### config.mk
export PLATFORM = sky130hd
export DESIGN_NAME = worst_fit_partition_allocator_flat
export DESIGN_NICKNAME = d
export VERILOG_FILES = /design/src/hdl/wfpa_pkg.sv /design/src/hdl/wfpa_req_if.sv /design/src/hdl/wfpa_rsp_if.sv /design/src/hdl/wfpa_dp.sv /design/src/hdl/wfpa_ctrl.sv /design/src/hdl/worst_fit_partition_allocator.sv /design/src/flat_wrapper.sv
export SDC_FILE = /design/constraint.sdc
export NUM_CORES = 1
export LEC_CHECK = 0
export BUFFER_PORTS_ARGS = -buffer_cell sky130_fd_sc_hd__buf_2
export CORE_MARGIN = 4
export CORE_UTILIZATION = 30
export DETAILED_ROUTE_END_ITERATION = 10
export SYNTH_ARGS = -nofsm -noshare
export SYNTH_HDL_FRONTEND = slang
export SYNTH_HIERARCHICAL = 1
export SYNTH_SLANG_ARGS = --single-unit
### constraint.sdc
create_clock -name clk -period 5.6 [get_ports clk]
set_clock_uncertainty 0.1 [all_clocks]
set_input_delay 0.28 -clock clk [delete_from_list [all_inputs] [get_ports clk]]
set_output_delay 0.28 -clock clk [all_outputs]
set_load 0.05 [all_outputs]
### src/hdl/wfpa_pkg.sv
// Shared types and constants for the worst-fit partition allocator.
package wfpa_pkg;

  localparam int MAX_PARTS_DEF = 16;
  localparam int SIZE_BITS_DEF = 16;
  localparam int FIELD_W = 16;
  localparam int ID_W = 16;
  localparam int STATUS_W = 3;
  localparam logic [FIELD_W-1:0] TOTAL_RESET = 16'd4096;

  typedef enum logic {
    OP_ALLOC = 1'b0,
    OP_FREE  = 1'b1
  } op_t;

  typedef enum logic [STATUS_W-1:0] {
    ST_ALLOCATED = 3'd0,
    ST_NO_FIT    = 3'd1,
    ST_FULL      = 3'd2,
    ST_FREED     = 3'd3,
    ST_NO_ID     = 3'd4,
    ST_ZERO      = 3'd5
  } status_t;

  typedef struct packed {
    logic    init;
    logic    load;
    logic    scan;
    logic    up_init;
    logic    up;
    logic    split;
    logic    place;
    logic    fnext;
    logic    merge;
    logic    down;
    logic    set_st;
    status_t st;
    logic    load_out;
  } cmd_t;

  typedef struct packed {
    logic in_zero;
    logic op_free;
    logic match;
    logic fwd_done;
    logic up_done;
    logic found;
    logic exact;
    logic full;
  } flag_t;

endpackage

### src/hdl/wfpa_req_if.sv
// Request channel interface: operation, size and owner id.
interface wfpa_req_if import wfpa_pkg::*; ();
  logic                valid;
  logic                ready;
  logic                op;
  logic [FIELD_W-1:0]  request_size;
  logic [ID_W-1:0]     owner_id;

  modport source (output valid, output op, output request_size, output owner_id,
                  input ready);
  modport sink (input valid, input op, input request_size, input owner_id,
                output ready);
endinterface

### src/hdl/wfpa_rsp_if.sv
// Response channel interface: status, id and granted size.
interface wfpa_rsp_if import wfpa_pkg::*; ();
  logic                valid;
  logic                ready;
  logic [STATUS_W-1:0] status;
  logic [ID_W-1:0]     result_id;
  logic [FIELD_W-1:0]  granted_size;

  modport source (output valid, output status, output result_id, output granted_size,
                  input ready);
  modport sink (input valid, input status, input result_id, input granted_size,
                output ready);
endinterface

### src/hdl/wfpa_dp.sv
// Datapath of the allocator: partition table memory, scan, shift and merge registers.
module wfpa_dp import wfpa_pkg::*; #(
  parameter int MAX_PARTS = MAX_PARTS_DEF,
  parameter int SIZE_BITS = SIZE_BITS_DEF
) (
  input  logic                clk,
  input  logic                rst,
  input  logic                cfg_we,
  input  logic [FIELD_W-1:0]  cfg_data,
  input  logic                op,
  input  logic [FIELD_W-1:0]  request_size,
  input  logic [ID_W-1:0]     owner_id,
  input  cmd_t                cmd,
  output flag_t               flag,
  output logic [STATUS_W-1:0] status,
  output logic [ID_W-1:0]     result_id,
  output logic [FIELD_W-1:0]  granted_size
);

  localparam int PB = (MAX_PARTS > 1) ? $clog2(MAX_PARTS) : 1;
  localparam int CW = $clog2(MAX_PARTS + 1);

  typedef struct packed {
    logic                 used;
    logic [ID_W-1:0]      owner;
    logic [SIZE_BITS-1:0] size;
  } part_t;

  part_t                mem [MAX_PARTS];
  part_t                rdata;
  part_t                wdata;
  logic                 ren;
  logic                 we;
  logic [PB-1:0]        raddr;
  logic [PB-1:0]        waddr;

  logic [FIELD_W-1:0]   total;
  logic [CW-1:0]        count;
  logic [ID_W-1:0]      next_id;
  logic [CW-1:0]        ptr;
  logic                 rd_vld;
  logic                 found;

  logic                 op_free;
  logic [SIZE_BITS-1:0] req_sz;
  logic [ID_W-1:0]      who;
  logic [ID_W-1:0]      rid;
  logic [CW-1:0]        rd_idx;
  logic [PB-1:0]        best;
  logic [SIZE_BITS-1:0] best_left;
  logic                 prev_used;
  logic [SIZE_BITS-1:0] prev_size;
  logic [PB-1:0]        k;
  logic                 prev_free;
  logic [SIZE_BITS-1:0] acc;
  logic [PB-1:0]        start;
  logic [1:0]           shift_d;
  status_t              status_r;
  logic [SIZE_BITS-1:0] granted_r;

  logic [SIZE_BITS-1:0] in_req;
  logic [SIZE_BITS-1:0] rd_left;
  logic                 fwd_issue;
  logic                 up_issue;
  logic                 take;
  logic                 match;
  logic                 nxt_free;
  logic                 down_done;
  logic [CW-1:0]        up_dst;
  logic [CW-1:0]        down_dst;
  logic [PB-1:0]        best_nx;

  assign in_req    = SIZE_BITS'(request_size);
  assign rd_left   = rdata.size - req_sz;
  assign fwd_issue = ptr < count;
  assign up_issue  = ptr > CW'(best);
  assign take      = cmd.scan && rd_vld && !op_free && !rdata.used &&
                     (rdata.size >= req_sz) && (!found || (rd_left > best_left));
  assign match     = cmd.scan && rd_vld && op_free && rdata.used && (rdata.owner == who);
  assign nxt_free  = rd_vld && !rdata.used;
  assign down_done = cmd.down && !fwd_issue && !rd_vld;
  assign up_dst    = rd_idx + CW'(1);
  assign down_dst  = rd_idx - CW'(shift_d);
  assign best_nx   = best + PB'(1);

  always_comb begin
    flag.in_zero  = (op == OP_ALLOC) && (in_req == '0);
    flag.op_free  = op_free;
    flag.match    = match;
    flag.fwd_done = !fwd_issue && !rd_vld;
    flag.up_done  = !up_issue && !rd_vld;
    flag.found    = found;
    flag.exact    = (best_left == '0);
    flag.full     = (count >= CW'(MAX_PARTS));
  end

  always_comb begin
    ren   = 1'b0;
    raddr = ptr[PB-1:0];
    we    = 1'b0;
    waddr = '0;
    wdata = '0;
    if (cmd.scan || cmd.down) begin
      ren = fwd_issue;
    end
    if (cmd.up) begin
      ren = up_issue;
    end
    priority if (cmd.init) begin
      we         = 1'b1;
      waddr      = '0;
      wdata.size = SIZE_BITS'(total);
    end else if (cmd.up) begin
      we    = rd_vld;
      waddr = up_dst[PB-1:0];
      wdata = rdata;
    end else if (cmd.split) begin
      we         = 1'b1;
      waddr      = best_nx;
      wdata.size = best_left;
    end else if (cmd.place) begin
      we          = 1'b1;
      waddr       = best;
      wdata.used  = 1'b1;
      wdata.owner = rid;
      wdata.size  = req_sz;
    end else if (cmd.merge) begin
      we         = 1'b1;
      waddr      = start;
      wdata.size = acc;
    end else if (cmd.down) begin
      we    = rd_vld;
      waddr = down_dst[PB-1:0];
      wdata = rdata;
    end else begin
      we = 1'b0;
    end
  end

  always_ff @(posedge clk) begin
    if (we) begin
      mem[waddr] <= wdata;
    end
    if (ren) begin
      rdata <= mem[raddr];
    end
  end

  always_ff @(posedge clk) begin
    if (rst) begin
      total   <= TOTAL_RESET;
      count   <= CW'(1);
      next_id <= '0;
      ptr     <= '0;
      rd_vld  <= 1'b0;
      found   <= 1'b0;
    end else begin
      if (cfg_we) begin
        total <= cfg_data;
      end
      if (cmd.init) begin
        count <= CW'(1);
      end
      if (cmd.load) begin
        ptr    <= '0;
        rd_vld <= 1'b0;
        found  <= 1'b0;
        if (op == OP_ALLOC) begin
          next_id <= next_id + ID_W'(1);
        end
      end
      if (cmd.scan || cmd.down) begin
        rd_vld <= fwd_issue;
        if (fwd_issue) begin
          ptr <= ptr + CW'(1);
        end
      end
      if (cmd.up) begin
        rd_vld <= up_issue;
        if (up_issue) begin
          ptr <= ptr - CW'(1);
        end
      end
      if (cmd.up_init) begin
        ptr    <= count - CW'(1);
        rd_vld <= 1'b0;
      end
      if (cmd.fnext) begin
        ptr    <= CW'(k) + CW'(1) + CW'(nxt_free);
        rd_vld <= 1'b0;
      end
      if (take) begin
        found <= 1'b1;
      end
      if (cmd.split) begin
        count <= count + CW'(1);
      end
      if (down_done) begin
        count <= count - CW'(shift_d);
      end
    end
  end

  always_ff @(posedge clk) begin
    rd_idx <= ptr;
    if (cmd.load) begin
      op_free   <= (op == OP_FREE);
      req_sz    <= in_req;
      who       <= owner_id;
      rid       <= (op == OP_FREE) ? owner_id : next_id;
      prev_used <= 1'b1;
      granted_r <= '0;
    end
    if (take) begin
      best      <= rd_idx[PB-1:0];
      best_left <= rd_left;
    end
    if (cmd.scan && rd_vld && op_free && !match) begin
      prev_used <= rdata.used;
      prev_size <= rdata.size;
    end
    if (match) begin
      k         <= rd_idx[PB-1:0];
      prev_free <= !prev_used;
      acc       <= rdata.size + (prev_used ? '0 : prev_size);
    end
    if (cmd.fnext) begin
      acc     <= acc + (nxt_free ? rdata.size : '0);
      start   <= prev_free ? (k - PB'(1)) : k;
      shift_d <= {1'b0, prev_free} + {1'b0, nxt_free};
    end
    if (cmd.set_st) begin
      status_r <= cmd.st;
    end
    if (cmd.place) begin
      granted_r <= req_sz;
    end
    if (down_done) begin
      granted_r <= acc;
    end
    if (cmd.load_out) begin
      status       <= status_r;
      result_id    <= rid;
      granted_size <= FIELD_W'(granted_r);
    end
  end

  a_count_range: assert property (@(posedge clk) disable iff (rst)
    (count != '0) && (count <= CW'(MAX_PARTS)))
    else $error("Partition count left its legal range.");

  a_split_room: assert property (@(posedge clk) disable iff (rst)
    cmd.split |-> (count < CW'(MAX_PARTS)))
    else $error("Split issued with a full table.");

  a_place_in_table: assert property (@(posedge clk) disable iff (rst)
    cmd.place |-> (CW'(best) < count))
    else $error("Allocated slot lies outside the table.");

endmodule

### src/hdl/wfpa_ctrl.sv
// Controller state machine of the allocator: sequences scan, shift, merge and response.
module wfpa_ctrl import wfpa_pkg::*; (
  input  logic  clk,
  input  logic  rst,
  input  logic  cfg_we,
  input  logic  in_valid,
  output logic  in_ready,
  output logic  out_valid,
  input  logic  out_ready,
  input  flag_t flag,
  output cmd_t  cmd
);

  typedef enum logic [10:0] {
    S_INIT  = 11'b00000000001,
    S_IDLE  = 11'b00000000010,
    S_SCAN  = 11'b00000000100,
    S_ADEC  = 11'b00000001000,
    S_UP    = 11'b00000010000,
    S_SPLIT = 11'b00000100000,
    S_PLACE = 11'b00001000000,
    S_FNEXT = 11'b00010000000,
    S_MERGE = 11'b00100000000,
    S_DOWN  = 11'b01000000000,
    S_RESP  = 11'b10000000000
  } state_t;

  state_t state;
  state_t state_next;

  assign in_ready = (state == S_IDLE);

  always_comb begin
    cmd        = '0;
    state_next = state;
    unique case (state)
      S_INIT: begin
        cmd.init   = 1'b1;
        state_next = S_IDLE;
      end
      S_IDLE: begin
        if (in_valid) begin
          cmd.load = 1'b1;
          if (flag.in_zero) begin
            cmd.set_st = 1'b1;
            cmd.st     = ST_ZERO;
            state_next = S_RESP;
          end else begin
            state_next = S_SCAN;
          end
        end
      end
      S_SCAN: begin
        cmd.scan = 1'b1;
        if (flag.op_free) begin
          if (flag.match) begin
            state_next = S_FNEXT;
          end else if (flag.fwd_done) begin
            cmd.set_st = 1'b1;
            cmd.st     = ST_NO_ID;
            state_next = S_RESP;
          end
        end else if (flag.fwd_done) begin
          state_next = S_ADEC;
        end
      end
      S_ADEC: begin
        if (!flag.found) begin
          cmd.set_st = 1'b1;
          cmd.st     = ST_NO_FIT;
          state_next = S_RESP;
        end else if (flag.exact) begin
          state_next = S_PLACE;
        end else if (flag.full) begin
          cmd.set_st = 1'b1;
          cmd.st     = ST_FULL;
          state_next = S_RESP;
        end else begin
          cmd.up_init = 1'b1;
          state_next  = S_UP;
        end
      end
      S_UP: begin
        cmd.up = 1'b1;
        if (flag.up_done) begin
          state_next = S_SPLIT;
        end
      end
      S_SPLIT: begin
        cmd.split  = 1'b1;
        state_next = S_PLACE;
      end
      S_PLACE: begin
        cmd.place  = 1'b1;
        cmd.set_st = 1'b1;
        cmd.st     = ST_ALLOCATED;
        state_next = S_RESP;
      end
      S_FNEXT: begin
        cmd.fnext  = 1'b1;
        state_next = S_MERGE;
      end
      S_MERGE: begin
        cmd.merge  = 1'b1;
        state_next = S_DOWN;
      end
      S_DOWN: begin
        cmd.down = 1'b1;
        if (flag.fwd_done) begin
          cmd.set_st = 1'b1;
          cmd.st     = ST_FREED;
          state_next = S_RESP;
        end
      end
      S_RESP: begin
        if (!out_valid || out_ready) begin
          cmd.load_out = 1'b1;
          state_next   = S_IDLE;
        end
      end
      default: begin
        state_next = S_INIT;
      end
    endcase
    if (cfg_we) begin
      state_next = S_INIT;
    end
  end

  always_ff @(posedge clk) begin
    if (rst) begin
      state     <= S_INIT;
      out_valid <= 1'b0;
    end else begin
      state <= state_next;
      if (cmd.load_out) begin
        out_valid <= 1'b1;
      end else if (out_ready) begin
        out_valid <= 1'b0;
      end
    end
  end

  a_accept_leaves_idle: assert property (@(posedge clk) disable iff (rst)
    (in_valid && in_ready && !cfg_we) |=> (state != S_IDLE))
    else $error("Accepted item did not start work.");

  a_split_then_place: assert property (@(posedge clk) disable iff (rst)
    (state == S_SPLIT && !cfg_we) |=> (state == S_PLACE))
    else $error("Split was not followed by placing the allocated piece.");

  a_cfg_reinit: assert property (@(posedge clk) disable iff (rst)
    cfg_we |=> (state == S_INIT))
    else $error("Configuration write did not reinitialize the table.");

endmodule

### src/hdl/worst_fit_partition_allocator.sv
// Top level of the worst-fit partition allocator with coalescing.
//
//   Channel  Kind         Fields                                Accepted when
//   cfg      write port   cfg_data (total_size)                 cfg_we high
//   req      valid/ready  op, request_size, owner_id            req.valid && req.ready
//   rsp      valid/ready  status, result_id, granted_size       rsp.valid && rsp.ready
//
// An allocate that splits scans the table with one memory read per cycle, then opens a slot
// with one read and one write per cycle. A free runs a scan to the owner, then a copy down.
// After reset or a total_size write, the init state writes slot zero before items are taken.
// The result waits in an output register; the next item is accepted meanwhile.
module worst_fit_partition_allocator import wfpa_pkg::*; #(
  parameter int MAX_PARTS = MAX_PARTS_DEF,
  parameter int SIZE_BITS = SIZE_BITS_DEF
) (
  input  logic               clk,
  input  logic               rst,
  input  logic               cfg_we,
  input  logic [FIELD_W-1:0] cfg_data,
  wfpa_req_if.sink           req,
  wfpa_rsp_if.source         rsp
);

  cmd_t  cmd;
  flag_t flag;

  wfpa_ctrl u_ctrl (
    .clk       (clk),
    .rst       (rst),
    .cfg_we    (cfg_we),
    .in_valid  (req.valid),
    .in_ready  (req.ready),
    .out_valid (rsp.valid),
    .out_ready (rsp.ready),
    .flag      (flag),
    .cmd       (cmd)
  );

  wfpa_dp #(
    .MAX_PARTS (MAX_PARTS),
    .SIZE_BITS (SIZE_BITS)
  ) u_dp (
    .clk          (clk),
    .rst          (rst),
    .cfg_we       (cfg_we),
    .cfg_data     (cfg_data),
    .op           (req.op),
    .request_size (req.request_size),
    .owner_id     (req.owner_id),
    .cmd          (cmd),
    .flag         (flag),
    .status       (rsp.status),
    .result_id    (rsp.result_id),
    .granted_size (rsp.granted_size)
  );

endmodule

### src/flat_wrapper.sv
// flat-port wrapper written by rule: the top's interface ports become plain ports
module worst_fit_partition_allocator_flat import wfpa_pkg::*;
#(
  parameter int MAX_PARTS = MAX_PARTS_DEF,
  parameter int SIZE_BITS = SIZE_BITS_DEF
)
  (clk, rst, cfg_we, cfg_data, req_valid, req_op, req_request_size, req_owner_id, req_ready, rsp_valid, rsp_status, rsp_result_id, rsp_granted_size, rsp_ready);
  wfpa_req_if req_i ();
  wfpa_rsp_if rsp_i ();
  input  logic clk;
  input  logic rst;
  input  logic cfg_we;
  input  logic [FIELD_W-1:0] cfg_data;
  input wire logic [$bits(req_i.valid)-1:0] req_valid;
  input wire logic [$bits(req_i.op)-1:0] req_op;
  input wire logic [$bits(req_i.request_size)-1:0] req_request_size;
  input wire logic [$bits(req_i.owner_id)-1:0] req_owner_id;
  output wire logic [$bits(req_i.ready)-1:0] req_ready;
  output wire logic [$bits(rsp_i.valid)-1:0] rsp_valid;
  output wire logic [$bits(rsp_i.status)-1:0] rsp_status;
  output wire logic [$bits(rsp_i.result_id)-1:0] rsp_result_id;
  output wire logic [$bits(rsp_i.granted_size)-1:0] rsp_granted_size;
  input wire logic [$bits(rsp_i.ready)-1:0] rsp_ready;
  assign req_i.valid = req_valid;
  assign req_i.op = req_op;
  assign req_i.request_size = req_request_size;
  assign req_i.owner_id = req_owner_id;
  assign req_ready = req_i.ready;
  assign rsp_valid = rsp_i.valid;
  assign rsp_status = rsp_i.status;
  assign rsp_result_id = rsp_i.result_id;
  assign rsp_granted_size = rsp_i.granted_size;
  assign rsp_i.ready = rsp_ready;
  worst_fit_partition_allocator #(.MAX_PARTS(MAX_PARTS), .SIZE_BITS(SIZE_BITS)) u_core (.clk(clk), .rst(rst), .cfg_we(cfg_we), .cfg_data(cfg_data), .req(req_i), .rsp(rsp_i));
endmodule
==> results by group <==
Hold path
  – Hold Crit Class: input port to flop

Final layout
  – Area grow syn2layout: 16.7%
  – Sequential cell area: 23100 µm²
  – Non-Filler Instances: 3989
  – Area occupied by multi-input gates: 11000 µm²
  – Finished Core Util: 35.4%
  – Post-route cell area: 40500 µm²
  – Fillers: 10813
  – Diodes inserted: 0
  – Share of cells above drive strength 1: 20.8%
  – Post-layout nets: 2560

Floorplan
  – Die X: 348 µm
  – # rows: 124
  – Die height: roughly 350 µm
  – Core area: between 100000 and 150000 µm²
  – Die footprint: 121000 µm²
  – IO Count: 91
  – Initial Util: 30.3%

Pwr
  – PwrDens: between 200 and 300 nW/µm²
  – Overall power: 12.2 mW
  – Leak: 13.9 nW
  – Worst vdd rail ir drop: 0.216 mV

Place
  – DP Cell Count: between 3000 and 4000
  – GP Congestion: 0.844
  – IO Port Bufs: 90
  – DP Area: 37400 µm²
  – DP Wirelength: 54.5 mm
  – Place WS: approximately 990 ps

Logic synthesis
  – EDFF count, synth: ~730
  – Primary FF master, synth: edfxtp_1
  – Syn nets: 2382
  – Count of cell types in the netlist: 76
  – Synth area leader: edfxtp_1
  – Seq/Total Area, Yosys: 66.4%
  – Most instantiated cells after synthesis: edfxtp_1 (728), mux4_2 (165), nand2_1 (157)
  – Asr flop ratio synth: 0%
  – Syn Inst Count: 2237
  – YS warnings: 6
  – Post-Syn Area: around 35000 µm²
  – Top cell type's share of synthesized area: 62.9%
  – Synth Register Bits: between 700 and 800
  – Top cells by area, synth: edfxtp_1 (63%), mux4_2 (11%), dfxtp_1 (3.5%)
  – Avg Cell Area, Syn: 15.5 µm²
  – Most common cell in the netlist: edfxtp_1

Setup path
  – Worst EP arrival: 4900 ps
  – Critical path peak fanout: 13
  – Crit path kind: flop to flop
  – CP Launch Type: flop
  – Crit-path leading delay family: compound AO/OA/AOI/OAI gates
  – Worst path slowest cell: a211oi_4
  – Required @ worst endpoint: 5850 ps
  – Worst path bufs/invs: 3
  – Critical path capture point type: flop
  – Cells along the critical path: inv_1 -> ha_1 -> inv_1 -> fa_1 -> a211oi_1 -> or2_1 -> a32oi_2 -> a21oi_1 -> o21bai_1 -> xor2_1 -> ha_1 -> nand3_1 -> nor3_1 -> nand2_1 -> a21oi_1 -> nor3_1 -> a211oi_4 -> buf_12
  – Crit-path max cell delay: roughly 570 ps

Clocking
  – CTS tree: done
  – Clock slew at reported path FFs: 70 ps
  – Total setup buffers inserted after CTS: 0
  – Root buf cell: clkbuf_16
  – Htree depth: 3
  – Clock buffer depth: 3
  – Skew-Pair Late Insertion Delay: about 640 ps
  – Clk sinks: 788
  – Inserted Clock Buffers: 78

Timing
  – Slew HR: 25.7%
  – RSZ-0062 raised after global routing: no
  – Slew @ Worst Pin: 1110 ps
  – Crit share post-route: approximately 83%
  – Max Freq: approximately 0.22 GHz
  – TNS Setup: 0 ps
  – PnR worst setup slack: 950 ps
  – Final Max Tran Viols: 0
  – Period minus WS final: 4650 ps
  – Min Hold Slack: around 87 ps
  – # setup viols final: 0
  – Final hold vios: 0

Detailed routing
  – DRT Pass-1 Iters: 5
  – ANT nets after route: 0
  – Final WL: 85.7 mm
  – Via/cell ratio: 4.97
  – WL/cell: 21.5 µm
  – Via count: a little under 20000
  – # DRC: 0
  – Iter 0 DRT Violations: roughly 1700

Global routing
  – First-pass GRT wire length: 128 mm
  – Global Route Usage Sum: around 14%
  – Total global routing overflow: 0
  – Initial antenna violation count: 3
  – Vias in the first global route: between 15000 and 20000
  – Largest net degree at the start of global routing: 64

Job
  – Max-cap violation count: 0

Run status
  – Status: finished clean
[report_power, final]
part | total (mW) | internal (mW) | switching, mW | leakage, nW
sequential | 6.44 | 6.42 | 0.0162 | 7.73
clock | 5.41 | 3.12 | 2.29 | 1.28
combinational | 0.309 | 0.133 | 0.176 | 4.92
[cells by family after synthesis]
family | count (synthesis) | share of synthesized area, %
flops | 788 | 66.4
simple gates | 522 | 7.25
compound gates | 337 | 5.98
mux | 232 | 12.7
buf+inv | 186 | 2.26
fa+ha+maj | 91 | 3.38
xor+xnor | 81 | 2.04
[layer usage]
layer | part of all wire, % | vias to the layer above | global-route usage [%]
li1 | - | 8997 | -
met2 | 49 | 580 | 23.3
met4 | 1.8 | 0 | 3.65
met5 | 0 | - | 0
met1 | 44 | 10154 | 19.1
met3 | 5.2 | 83 | 1.73
[path summary, 6_finish.rpt]
| path | from | endpoint | slack, ps | depth (start not counted) |
|---|---|---|---|---|
| worst max-delay path | u_core/u_dp/rdata[0] | u_core/u_dp/best_left[2] | 950 | 18 |
| worst max register to register | u_core/u_dp/rdata[0] | u_core/u_dp/best_left[2] | 950 | 18 |
| worst min register to register | u_core/u_dp/granted_r[7] | u_core/u_dp/granted_size[7] | 310 | 0 |
| worst min-delay path | req_op | u_core/u_dp/op_free | 90 | 1 |
[cell usage in the layout, fill, tap and decap left out, types with 8 or more instances in the layout]
cell type	n
nand3_1	24
nor4_1	16
nor2b_1	29
nand4_1	13
nand2b_1	18
o21a_1	31
a21oi_1	116
a21o_1	13
mux2i_1	44
o21ai_0	92
ha_1	86
or3_1	9
inv_6	8
dlygate4sd3_1	50
buf_4	56
nor2_4	9
inv_1	76
buf_2	90
xor2_1	38
a211oi_1	18
nand2_1	157
and2_1	16
mux4_2	165
mux2_2	22
clkbuf_1	16
edfxtp_1	728
nor2_1	146
xnor2_1	43
clkinv_2	9
nor3_1	31
buf_12	11
dfxtp_1	56
bufinv_16	9
clkbuf_16	80
[state kept, by name, summed over array words and instances, names as in the netlist, 5 cells and up]
signal / flops
u_core/u_dp/count: 5
u_core/u_dp/best_left: 16
u_core/u_dp/next_id: 16
u_core/u_dp/rid: 16
u_core/u_dp/rdata: 33
u_core/u_ctrl/state: 11
u_core/u_dp/who: 16
u_core/u_dp/prev_size: 16
u_core/u_dp/mem: 528
u_core/u_dp/req_sz: 16
u_core/u_dp/ptr: 5
u_core/u_dp/granted_size: 16
u_core/u_dp/acc: 16
u_core/u_dp/granted_r: 16
u_core/u_dp/total: 16
u_core/u_dp/result_id: 16
[cell type report]
cell class | count | area share (%)
timing repair buffer | 207 | 3.93
clock inverter | 43 | 1.34
inverter | 77 | 0.713
clock buffer | 99 | 5.19
tap | 1512 | 4.67
multi-input combinational | 1263 | 27.3
sequential | 788 | 56.9
[timing repair]
item	4_1_cts	5_1_grt
resized for setup	0	0
hold endpoints to repair	66	0
hold buffers	50	0
Power figures use the tool's default switching activity.
